## config.mk

```make
export PLATFORM = sky130hd
export DESIGN_NAME = quadratic_tetra_shape_eval
export DESIGN_NICKNAME = d
export VERILOG_FILES = /design/src/hdl/qtse_pkg.sv /design/src/hdl/quadratic_tetra_shape_eval.sv
export SDC_FILE = /design/constraint.sdc
export NUM_CORES = 2
export LEC_CHECK = 0
export BUFFER_PORTS_ARGS = -buffer_cell sky130_fd_sc_hd__clkbuf_2
export CAP_MARGIN = 0
export CORE_AREA = 3 3 341 343
export DETAILED_ROUTE_END_ITERATION = 12
export DIE_AREA = 0 0 344 346
export PLACE_DENSITY = 0.56
export RECOVER_POWER = 100
export SETUP_SLACK_MARGIN = 0.02
export SLEW_MARGIN = 20
export SYNTH_ARGS = -nofsm -noshare
export SYNTH_HDL_FRONTEND = slang
export SYNTH_SLANG_ARGS = --single-unit
```

## constraint.sdc

```tcl
create_clock -name clk -period 13.55 [get_ports clk]
set_clock_uncertainty 0.05 [all_clocks]
set_input_delay 2.0325 -clock clk [delete_from_list [all_inputs] [get_ports clk]]
set_output_delay 2.0325 -clock clk [all_outputs]
set_load 0.02 [all_outputs]
```

## src/hdl/qtse_pkg.sv

```systemverilog
// ----------------------------------------------------------------------------
// qtse_pkg
// Shared types and constants of the quadratic tetrahedron shape evaluator.
// ----------------------------------------------------------------------------
package qtse_pkg;

    // field widths of the stream items
    localparam int COORD_W   = 17;
    localparam int OUT_W     = 22;
    localparam int IDX_W     = 4;
    localparam int S_TDATA_W = 56;
    localparam int M_TDATA_W = 96;

    // node numbering: corners first, then the six midside nodes
    typedef enum logic [IDX_W-1:0] {
        NODE_L0 = 4'd0,
        NODE_X  = 4'd1,
        NODE_Y  = 4'd2,
        NODE_Z  = 4'd3,
        NODE_XL = 4'd4,
        NODE_XY = 4'd5,
        NODE_YL = 4'd6,
        NODE_ZL = 4'd7,
        NODE_XZ = 4'd8,
        NODE_YZ = 4'd9
    } node_t;

    localparam node_t NODE_FIRST = NODE_L0;
    localparam node_t NODE_LAST  = NODE_YZ;

endpackage

```

## src/hdl/quadratic_tetra_shape_eval.sv

```systemverilog
// Each accepted point is captured by the node sequencer, and each node then passes
// through stage 1, stage 2 and the output register. While the output is not held, the
// node sequencer issues one node per cycle into the multiply pipeline, one node result per cycle.
// Reset: rst_n clears the sequencer and all valid bits asynchronously;
// data registers are not reset.
// ----------------------------------------------------------------------------
// quadratic_tetra_shape_eval
// Ten-node quadratic tetrahedron shape functions and local derivatives at one
// point, emitted as ten node items (node 0 to 9) per input point.
// ----------------------------------------------------------------------------
module quadratic_tetra_shape_eval #(
    parameter int FRAC_BITS = 16
) (
    input  logic                             clk,
    input  logic                             rst_n,
    // input items
    input  logic                             s_tvalid,
    output logic                             s_tready,
    // coord_x, coord_y, coord_z (lowest bit up), zero padded
    input  logic [qtse_pkg::S_TDATA_W-1:0]   s_tdata,
    // result items
    output logic                             m_tvalid,
    input  logic                             m_tready,
    // node_index, shape_value, deriv_x, deriv_y, deriv_z (lowest bit up), zero padded
    output logic [qtse_pkg::M_TDATA_W-1:0]   m_tdata,
    output logic                             m_tlast
);
    import qtse_pkg::*;

    // internal widths follow the larger of fraction and coordinate width
    localparam int MW  = (FRAC_BITS > COORD_W) ? FRAC_BITS : COORD_W;
    localparam int OPW = MW + 5;
    localparam int DW  = MW + 6;
    localparam int PRW = 2 * OPW;
    localparam int PW  = PRW + 2;
    localparam int PAD = M_TDATA_W - IDX_W - 4 * OUT_W;

    localparam logic signed [DW-1:0] ONE_D  = DW'(1) << FRAC_BITS;
    localparam logic signed [DW-1:0] DHI    = DW'((2 ** (OUT_W - 1)) - 1);
    localparam logic signed [DW-1:0] DLO    = -DHI - DW'(1);
    localparam logic signed [PW-1:0] HALF_P = PW'(1) << (FRAC_BITS - 1);
    localparam logic signed [PW-1:0] PHI    = PW'((2 ** (OUT_W - 1)) - 1);
    localparam logic signed [PW-1:0] PLO    = -PHI - PW'(1);

    function automatic logic signed [OUT_W-1:0] sat_d(input logic signed [DW-1:0] v);
        logic signed [DW-1:0] t;
        t = (v > DHI) ? DHI : ((v < DLO) ? DLO : v);
        return t[OUT_W-1:0];
    endfunction

    function automatic logic signed [OUT_W-1:0] sat_p(input logic signed [PW-1:0] v);
        logic signed [PW-1:0] t;
        t = (v > PHI) ? PHI : ((v < PLO) ? PLO : v);
        return t[OUT_W-1:0];
    endfunction

    // sequencer state
    logic                       busy_reg;
    node_t                      node_reg;
    logic [COORD_W-1:0]         x_reg, y_reg, z_reg;

    // stage 1: operands and derivatives
    logic                       p1_valid_reg;
    node_t                      p1_node_reg;
    logic                       p1_mid_reg;
    logic signed [OPW-1:0]      p1_a_reg, p1_b_reg;
    logic signed [DW-1:0]       p1_dx_reg, p1_dy_reg, p1_dz_reg;

    // stage 2: product
    logic                       p2_valid_reg;
    node_t                      p2_node_reg;
    logic                       p2_mid_reg;
    logic signed [PRW-1:0]      p2_prod_reg;
    logic signed [OUT_W-1:0]    p2_dx_reg, p2_dy_reg, p2_dz_reg;

    // output register
    logic                       out_valid_reg;
    node_t                      out_node_reg;
    logic signed [OUT_W-1:0]    out_shape_reg, out_dx_reg, out_dy_reg, out_dz_reg;
    logic                       out_last_reg;

    logic                       adv;
    logic                       in_acc;
    logic                       issue;

    logic signed [DW-1:0]       x_d, y_d, z_d, s_d, l0_d;
    logic signed [OPW-1:0]      a_next, b_next;
    logic                       mid_next;
    logic signed [DW-1:0]       dx_next, dy_next, dz_next;
    logic signed [PRW-1:0]      prod_next;
    logic signed [PW-1:0]       prod_ext, scaled, rsum, rounded;
    logic signed [OUT_W-1:0]    shape_next;

    // flow control: the whole pipe moves unless the output item is held
    assign adv      = !(out_valid_reg && !m_tready);
    assign s_tready = adv && (!busy_reg || (node_reg == NODE_LAST));
    assign in_acc   = s_tvalid && s_tready;
    assign issue    = busy_reg && adv;

    // sequencer control
    always_ff @(posedge clk or negedge rst_n)
    begin
        if (!rst_n)
        begin
            busy_reg <= 1'b0;
            node_reg <= NODE_FIRST;
        end
        else if (in_acc)
        begin
            busy_reg <= 1'b1;
            node_reg <= NODE_FIRST;
        end
        else if (issue)
        begin
            if (node_reg == NODE_LAST)
            begin
                busy_reg <= 1'b0;
                node_reg <= NODE_FIRST;
            end
            else
            begin
                node_reg <= node_t'(IDX_W'(node_reg + IDX_W'(1)));
            end
        end
    end

    // point capture
    always_ff @(posedge clk)
    begin
        if (in_acc)
        begin
            x_reg <= s_tdata[COORD_W-1:0];
            y_reg <= s_tdata[2*COORD_W-1:COORD_W];
            z_reg <= s_tdata[3*COORD_W-1:2*COORD_W];
        end
    end

    // per-node operand pair and derivatives
    always_comb
    begin
        x_d  = $signed({{(DW-COORD_W){1'b0}}, x_reg});
        y_d  = $signed({{(DW-COORD_W){1'b0}}, y_reg});
        z_d  = $signed({{(DW-COORD_W){1'b0}}, z_reg});
        s_d  = x_d + y_d + z_d;
        l0_d = ONE_D - s_d;
        a_next   = '0;
        b_next   = '0;
        mid_next = 1'b0;
        dx_next  = '0;
        dy_next  = '0;
        dz_next  = '0;
        unique case (node_reg)
            NODE_L0:
            begin
                a_next  = l0_d[OPW-1:0];
                b_next  = OPW'(ONE_D - (s_d <<< 1));
                dx_next = (s_d <<< 2) - ONE_D - (ONE_D <<< 1);
                dy_next = (s_d <<< 2) - ONE_D - (ONE_D <<< 1);
                dz_next = (s_d <<< 2) - ONE_D - (ONE_D <<< 1);
            end
            NODE_X:
            begin
                a_next  = x_d[OPW-1:0];
                b_next  = OPW'((x_d <<< 1) - ONE_D);
                dx_next = (x_d <<< 2) - ONE_D;
            end
            NODE_Y:
            begin
                a_next  = y_d[OPW-1:0];
                b_next  = OPW'((y_d <<< 1) - ONE_D);
                dy_next = (y_d <<< 2) - ONE_D;
            end
            NODE_Z:
            begin
                a_next  = z_d[OPW-1:0];
                b_next  = OPW'((z_d <<< 1) - ONE_D);
                dz_next = (z_d <<< 2) - ONE_D;
            end
            NODE_XL:
            begin
                a_next   = x_d[OPW-1:0];
                b_next   = l0_d[OPW-1:0];
                mid_next = 1'b1;
                dx_next  = (ONE_D <<< 2) - (x_d <<< 3) - (y_d <<< 2) - (z_d <<< 2);
                dy_next  = -(x_d <<< 2);
                dz_next  = -(x_d <<< 2);
            end
            NODE_XY:
            begin
                a_next   = x_d[OPW-1:0];
                b_next   = y_d[OPW-1:0];
                mid_next = 1'b1;
                dx_next  = y_d <<< 2;
                dy_next  = x_d <<< 2;
            end
            NODE_YL:
            begin
                a_next   = y_d[OPW-1:0];
                b_next   = l0_d[OPW-1:0];
                mid_next = 1'b1;
                dx_next  = -(y_d <<< 2);
                dy_next  = (ONE_D <<< 2) - (y_d <<< 3) - (x_d <<< 2) - (z_d <<< 2);
                dz_next  = -(y_d <<< 2);
            end
            NODE_ZL:
            begin
                a_next   = z_d[OPW-1:0];
                b_next   = l0_d[OPW-1:0];
                mid_next = 1'b1;
                dx_next  = -(z_d <<< 2);
                dy_next  = -(z_d <<< 2);
                dz_next  = (ONE_D <<< 2) - (z_d <<< 3) - (x_d <<< 2) - (y_d <<< 2);
            end
            NODE_XZ:
            begin
                a_next   = x_d[OPW-1:0];
                b_next   = z_d[OPW-1:0];
                mid_next = 1'b1;
                dx_next  = z_d <<< 2;
                dz_next  = x_d <<< 2;
            end
            NODE_YZ:
            begin
                a_next   = y_d[OPW-1:0];
                b_next   = z_d[OPW-1:0];
                mid_next = 1'b1;
                dy_next  = z_d <<< 2;
                dz_next  = y_d <<< 2;
            end
            default:
            begin
                a_next   = '0;
                b_next   = '0;
                mid_next = 1'b0;
            end
        endcase
    end

    // product of the operand pair
    assign prod_next = p1_a_reg * p1_b_reg;

    // scale midside products by four, round once, saturate
    always_comb
    begin
        prod_ext   = PW'(p2_prod_reg);
        scaled     = p2_mid_reg ? (prod_ext <<< 2) : prod_ext;
        rsum       = scaled + HALF_P;
        rounded    = rsum >>> FRAC_BITS;
        shape_next = sat_p(rounded);
    end

    // pipeline valid bits
    always_ff @(posedge clk or negedge rst_n)
    begin
        if (!rst_n)
        begin
            p1_valid_reg  <= 1'b0;
            p2_valid_reg  <= 1'b0;
            out_valid_reg <= 1'b0;
        end
        else if (adv)
        begin
            p1_valid_reg  <= busy_reg;
            p2_valid_reg  <= p1_valid_reg;
            out_valid_reg <= p2_valid_reg;
        end
    end

    // pipeline data
    always_ff @(posedge clk)
    begin
        if (adv)
        begin
            p1_node_reg   <= node_reg;
            p1_mid_reg    <= mid_next;
            p1_a_reg      <= a_next;
            p1_b_reg      <= b_next;
            p1_dx_reg     <= dx_next;
            p1_dy_reg     <= dy_next;
            p1_dz_reg     <= dz_next;

            p2_node_reg   <= p1_node_reg;
            p2_mid_reg    <= p1_mid_reg;
            p2_prod_reg   <= prod_next;
            p2_dx_reg     <= sat_d(p1_dx_reg);
            p2_dy_reg     <= sat_d(p1_dy_reg);
            p2_dz_reg     <= sat_d(p1_dz_reg);

            out_node_reg  <= p2_node_reg;
            out_shape_reg <= shape_next;
            out_dx_reg    <= p2_dx_reg;
            out_dy_reg    <= p2_dy_reg;
            out_dz_reg    <= p2_dz_reg;
            out_last_reg  <= (p2_node_reg == NODE_LAST);
        end
    end

    // result port
    assign m_tvalid = out_valid_reg;
    assign m_tlast  = out_last_reg;
    assign m_tdata  = {{PAD{1'b0}}, out_dz_reg, out_dy_reg, out_dx_reg, out_shape_reg,
                       out_node_reg};

`ifndef SYNTHESIS
    // the run ends on the last node only
    assert property (@(posedge clk) disable iff (!rst_n)
        m_tvalid && m_tlast |-> m_tdata[IDX_W-1:0] == NODE_LAST)
        else $error("tlast on a node other than the last");

    // no new point while a run is still being issued
    assert property (@(posedge clk) disable iff (!rst_n)
        busy_reg && (node_reg != NODE_LAST) |-> !s_tready)
        else $error("input accepted in the middle of a run");

    // an accepted point starts its run at the first node
    assert property (@(posedge clk) disable iff (!rst_n)
        s_tvalid && s_tready |=> busy_reg && (node_reg == NODE_FIRST))
        else $error("run did not start at the first node");

    // the sequencer only issues into a moving pipe
    assert property (@(posedge clk) disable iff (!rst_n)
        issue |=> p1_valid_reg && (p1_node_reg == $past(node_reg)))
        else $error("issued node lost in the first stage");
`endif

endmodule

```

==> summary.txt <==
Floorplanning
  – Rows: 124
  – Die X: 344 µm
  – CORE AREA: 0.1139 mm²
  – Starting Density: 0.3473
  – Die height: 346 µm
  – Total die area: 0.1190 mm²
  – Io pins: 159

CTS
  – Sinks on Clock Net: 357
  – Cts bufs inserted: 42
  – Worst-path clk slew: 0.06 ns
  – Cts hold-fix bufs: 0
  – CTS H-tree lvls: 2
  – Post-CTS setup-driven buffer insertion count: 0
  – Post-cts repair resize count: 0
  – TritonCTS clock tree: built
  – Clk_lat worst skew: 0.61 ns
  – CTS max path bufs: 3
  – CTS root buf: clkbuf_16

Global routing
  – First-pass GRT wire length: 170.1 mm
  – Largest net degree at the start of global routing: 156
  – Initial antenna violation count: 1
  – Overflow after GRT: 0
  – Total global-route track usage: 0.1817
  – Vias in the first global route: 30030

Placement
  – Port bufs: 149
  – DP Wirelength: 80.05 mm
  – Final Wtd Congestion: 0.9202
  – Placed cell area: 0.04176 mm²

Routing
  – DRT Wirelength: 105.7 mm
  – DR vias/cell: 5.176
  – DR pass1 iterations: 10
  – DRC viols: 0
  – 1st-iter DRT viols: 2323
  – Post-DR wirelength/cell: 18.96 µm
  – Total number of vias: 28860
  – Routed Antenna Nets: 0

Layout
  – Layout cells sized above 1: 0.04873
  – # fillers: 11570
  – Multi-input logic area: 0.02553 mm²
  – Area Growth Syn to Fin: 8.658%
  – Most frequent cells in the layout: 645 x inv_1, 538 x fa_1, 492 x nand2_1
  – Final Cell Area: 0.04298 mm²
  – Commonest non-fill, non-tap cell in the layout: inv_1
  – Seq. cell area: 0.01068 mm²
  – Net count, final: 4852
  – Max reg flops: 31

Synthesis
  – Post-synthesis cell area: 0.03955 mm²
  – Post-synth top flop: edfxtp_1
  – Ranking of synthesized cells by area: fa_1 27%, edfxtp_1 26%, ha_1 7.1%, inv_1 6.1%, nand2_1 4.7%
  – Leading area contributor after synthesis: fa_1
  – Synthesis Warnings: 0
  – Post-synth EDFFs: 349
  – Asr flop ratio synth: 0.02241
  – Synth top area share: 0.2723
  – Register bit total from synthesis: 357
  – Mapped Avg Cell Area: 9.879 µm²
  – Cell variety after synth: 102
  – Cells after synthesis: 4004
  – Sequential area share after synthesis: 0.2700

Setup path
  – Crit start category: input port
  – Crit path arrival time: 10.09 ns
  – Worst path max stage delay: 5.00 ns
  – Worst-path fanout max: 155
  – CP bufs+invs: 3
  – Worst Path Required: 13.65 ns
  – Worst setup EP type: flop
  – Worst-path cell chain: clkbuf_2, nor2b_1, clkinvlp_2, buf_4
  – Delay-heaviest family, CP: buffers and inverters
  – Crit Path Class: input port to flop
  – Worst path slowest cell: clkinvlp_2

Timing
  – Final Hold Violating Endpoints: 0
  – Slew Limit Fails: 503
  – RSZ-0062 raised after global routing: false
  – Min cycle time layout: 9.992 ns
  – F_max: 100.1 MHz
  – Max_slew headroom: -3.369
  – Setup TNS: 0 ns
  – Final setup viols: 0
  – Final period util: 0.7374
  – Least-Margin Pin Slew: 6.517 ns

Status
  – Violated checks: capacitance limit, slew limit
  – Status: complete, but fails checks

Run
  – Number of max-cap violations: 8

Hold path
  – HP Class: flop to flop
-- per-stage QoR --
step	hold slack, ns	utilization	cells	setup WS [ns]
floorplan	0.3503	-	4007	3.572
global placement	0.3529	0.3667	5498	5.579
detailed placement	0.3545	0.3667	5498	5.571
CTS	0.3645	0.3794	5574	5.508
global route	0.3723	0.3774	5575	2.495
finish	0.3665	0.3774	5576	3.558
-- synthesized netlist by cell type, types with 23 or more instances --
library cell	number
a211oi_1	27
a21o_1	57
a21oi_1	94
a222oi_1	40
and2_1	188
and3_1	23
clkbuf_1	196
edfxtp_1	349
fa_1	538
ha_1	223
inv_1	646
mux2i_1	38
nand2_1	492
nand3_1	55
nand4_1	30
nor2_1	181
nor2b_1	46
nor3_1	47
o211ai_1	32
o21ai_0	141
o21ai_1	23
xnor2_1	106
xor2_1	70
-- cell families (layout without fill, tap and decap cells) --
kind of cell               Yosys count  in the layout  share of synthesized area
muxes                               44             44                    0.01132
adders and majority gates          761            761                     0.3428
other                                1              5                 0.00009481
xor gates and xnor gates           177            177                    0.03967
buffers and inverters              874            930                    0.08449
DFF                                357            357                     0.2700
AOI/OAI and AO/OA                  601            601                     0.1054
and+or+nand+nor                   1189           1189                     0.1462
-- metal layers --
| layer | vias to the layer above | track usage | wire (µm) |
|---|---|---|---|
| met3 | 155 | 0.02441 | 6385 |
| met2 | 865 | 0.2980 | 49700 |
| li1 | 13240 | - | - |
| met1 | 14600 | 0.2529 | 46810 |
| met5 | - | 0 | 0 |
| met4 | 0 | 0.04806 | 2812 |
-- final timing paths --
check | depth (start not counted) | end | slack [ns] | start
max in group asynchronous | 1 | node_reg[1]$_DFFE_PN0P_ | 11.81 | rst_n
min | 0 | out_dy_reg[4]$_DFFE_PN_ | 0.37 | p2_dy_reg[4]$_SDFFCE_PN1N_
max reg2reg | 3 | p2_prod_reg[30]$_DFFE_PN_ | 4.70 | m_tvalid$_DFFE_PN0N_
min in group asynchronous | 1 | p1_valid_reg$_DFFE_PN0N_ | 1.32 | rst_n
max | 4 | p2_prod_reg[30]$_DFFE_PN_ | 3.56 | m_tready
min reg2reg | 0 | out_dy_reg[4]$_DFFE_PN_ | 0.37 | p2_dy_reg[4]$_SDFFCE_PN1N_
-- layout make-up --
| type | count | area share |
|---|---|---|
| antenna | 1 | 0.00005822 |
| clock buffer | 50 | 0.02565 |
| clock inverter | 26 | 0.007977 |
| inverter | 648 | 0.05662 |
| multi-input combinational | 2776 | 0.5941 |
| sequential | 357 | 0.2485 |
| tap | 1512 | 0.04402 |
| timing repair buffer | 206 | 0.02306 |
Power is not shown: default switching activity piles up to over one toggle a cycle in this logic, so the estimate is an artifact.
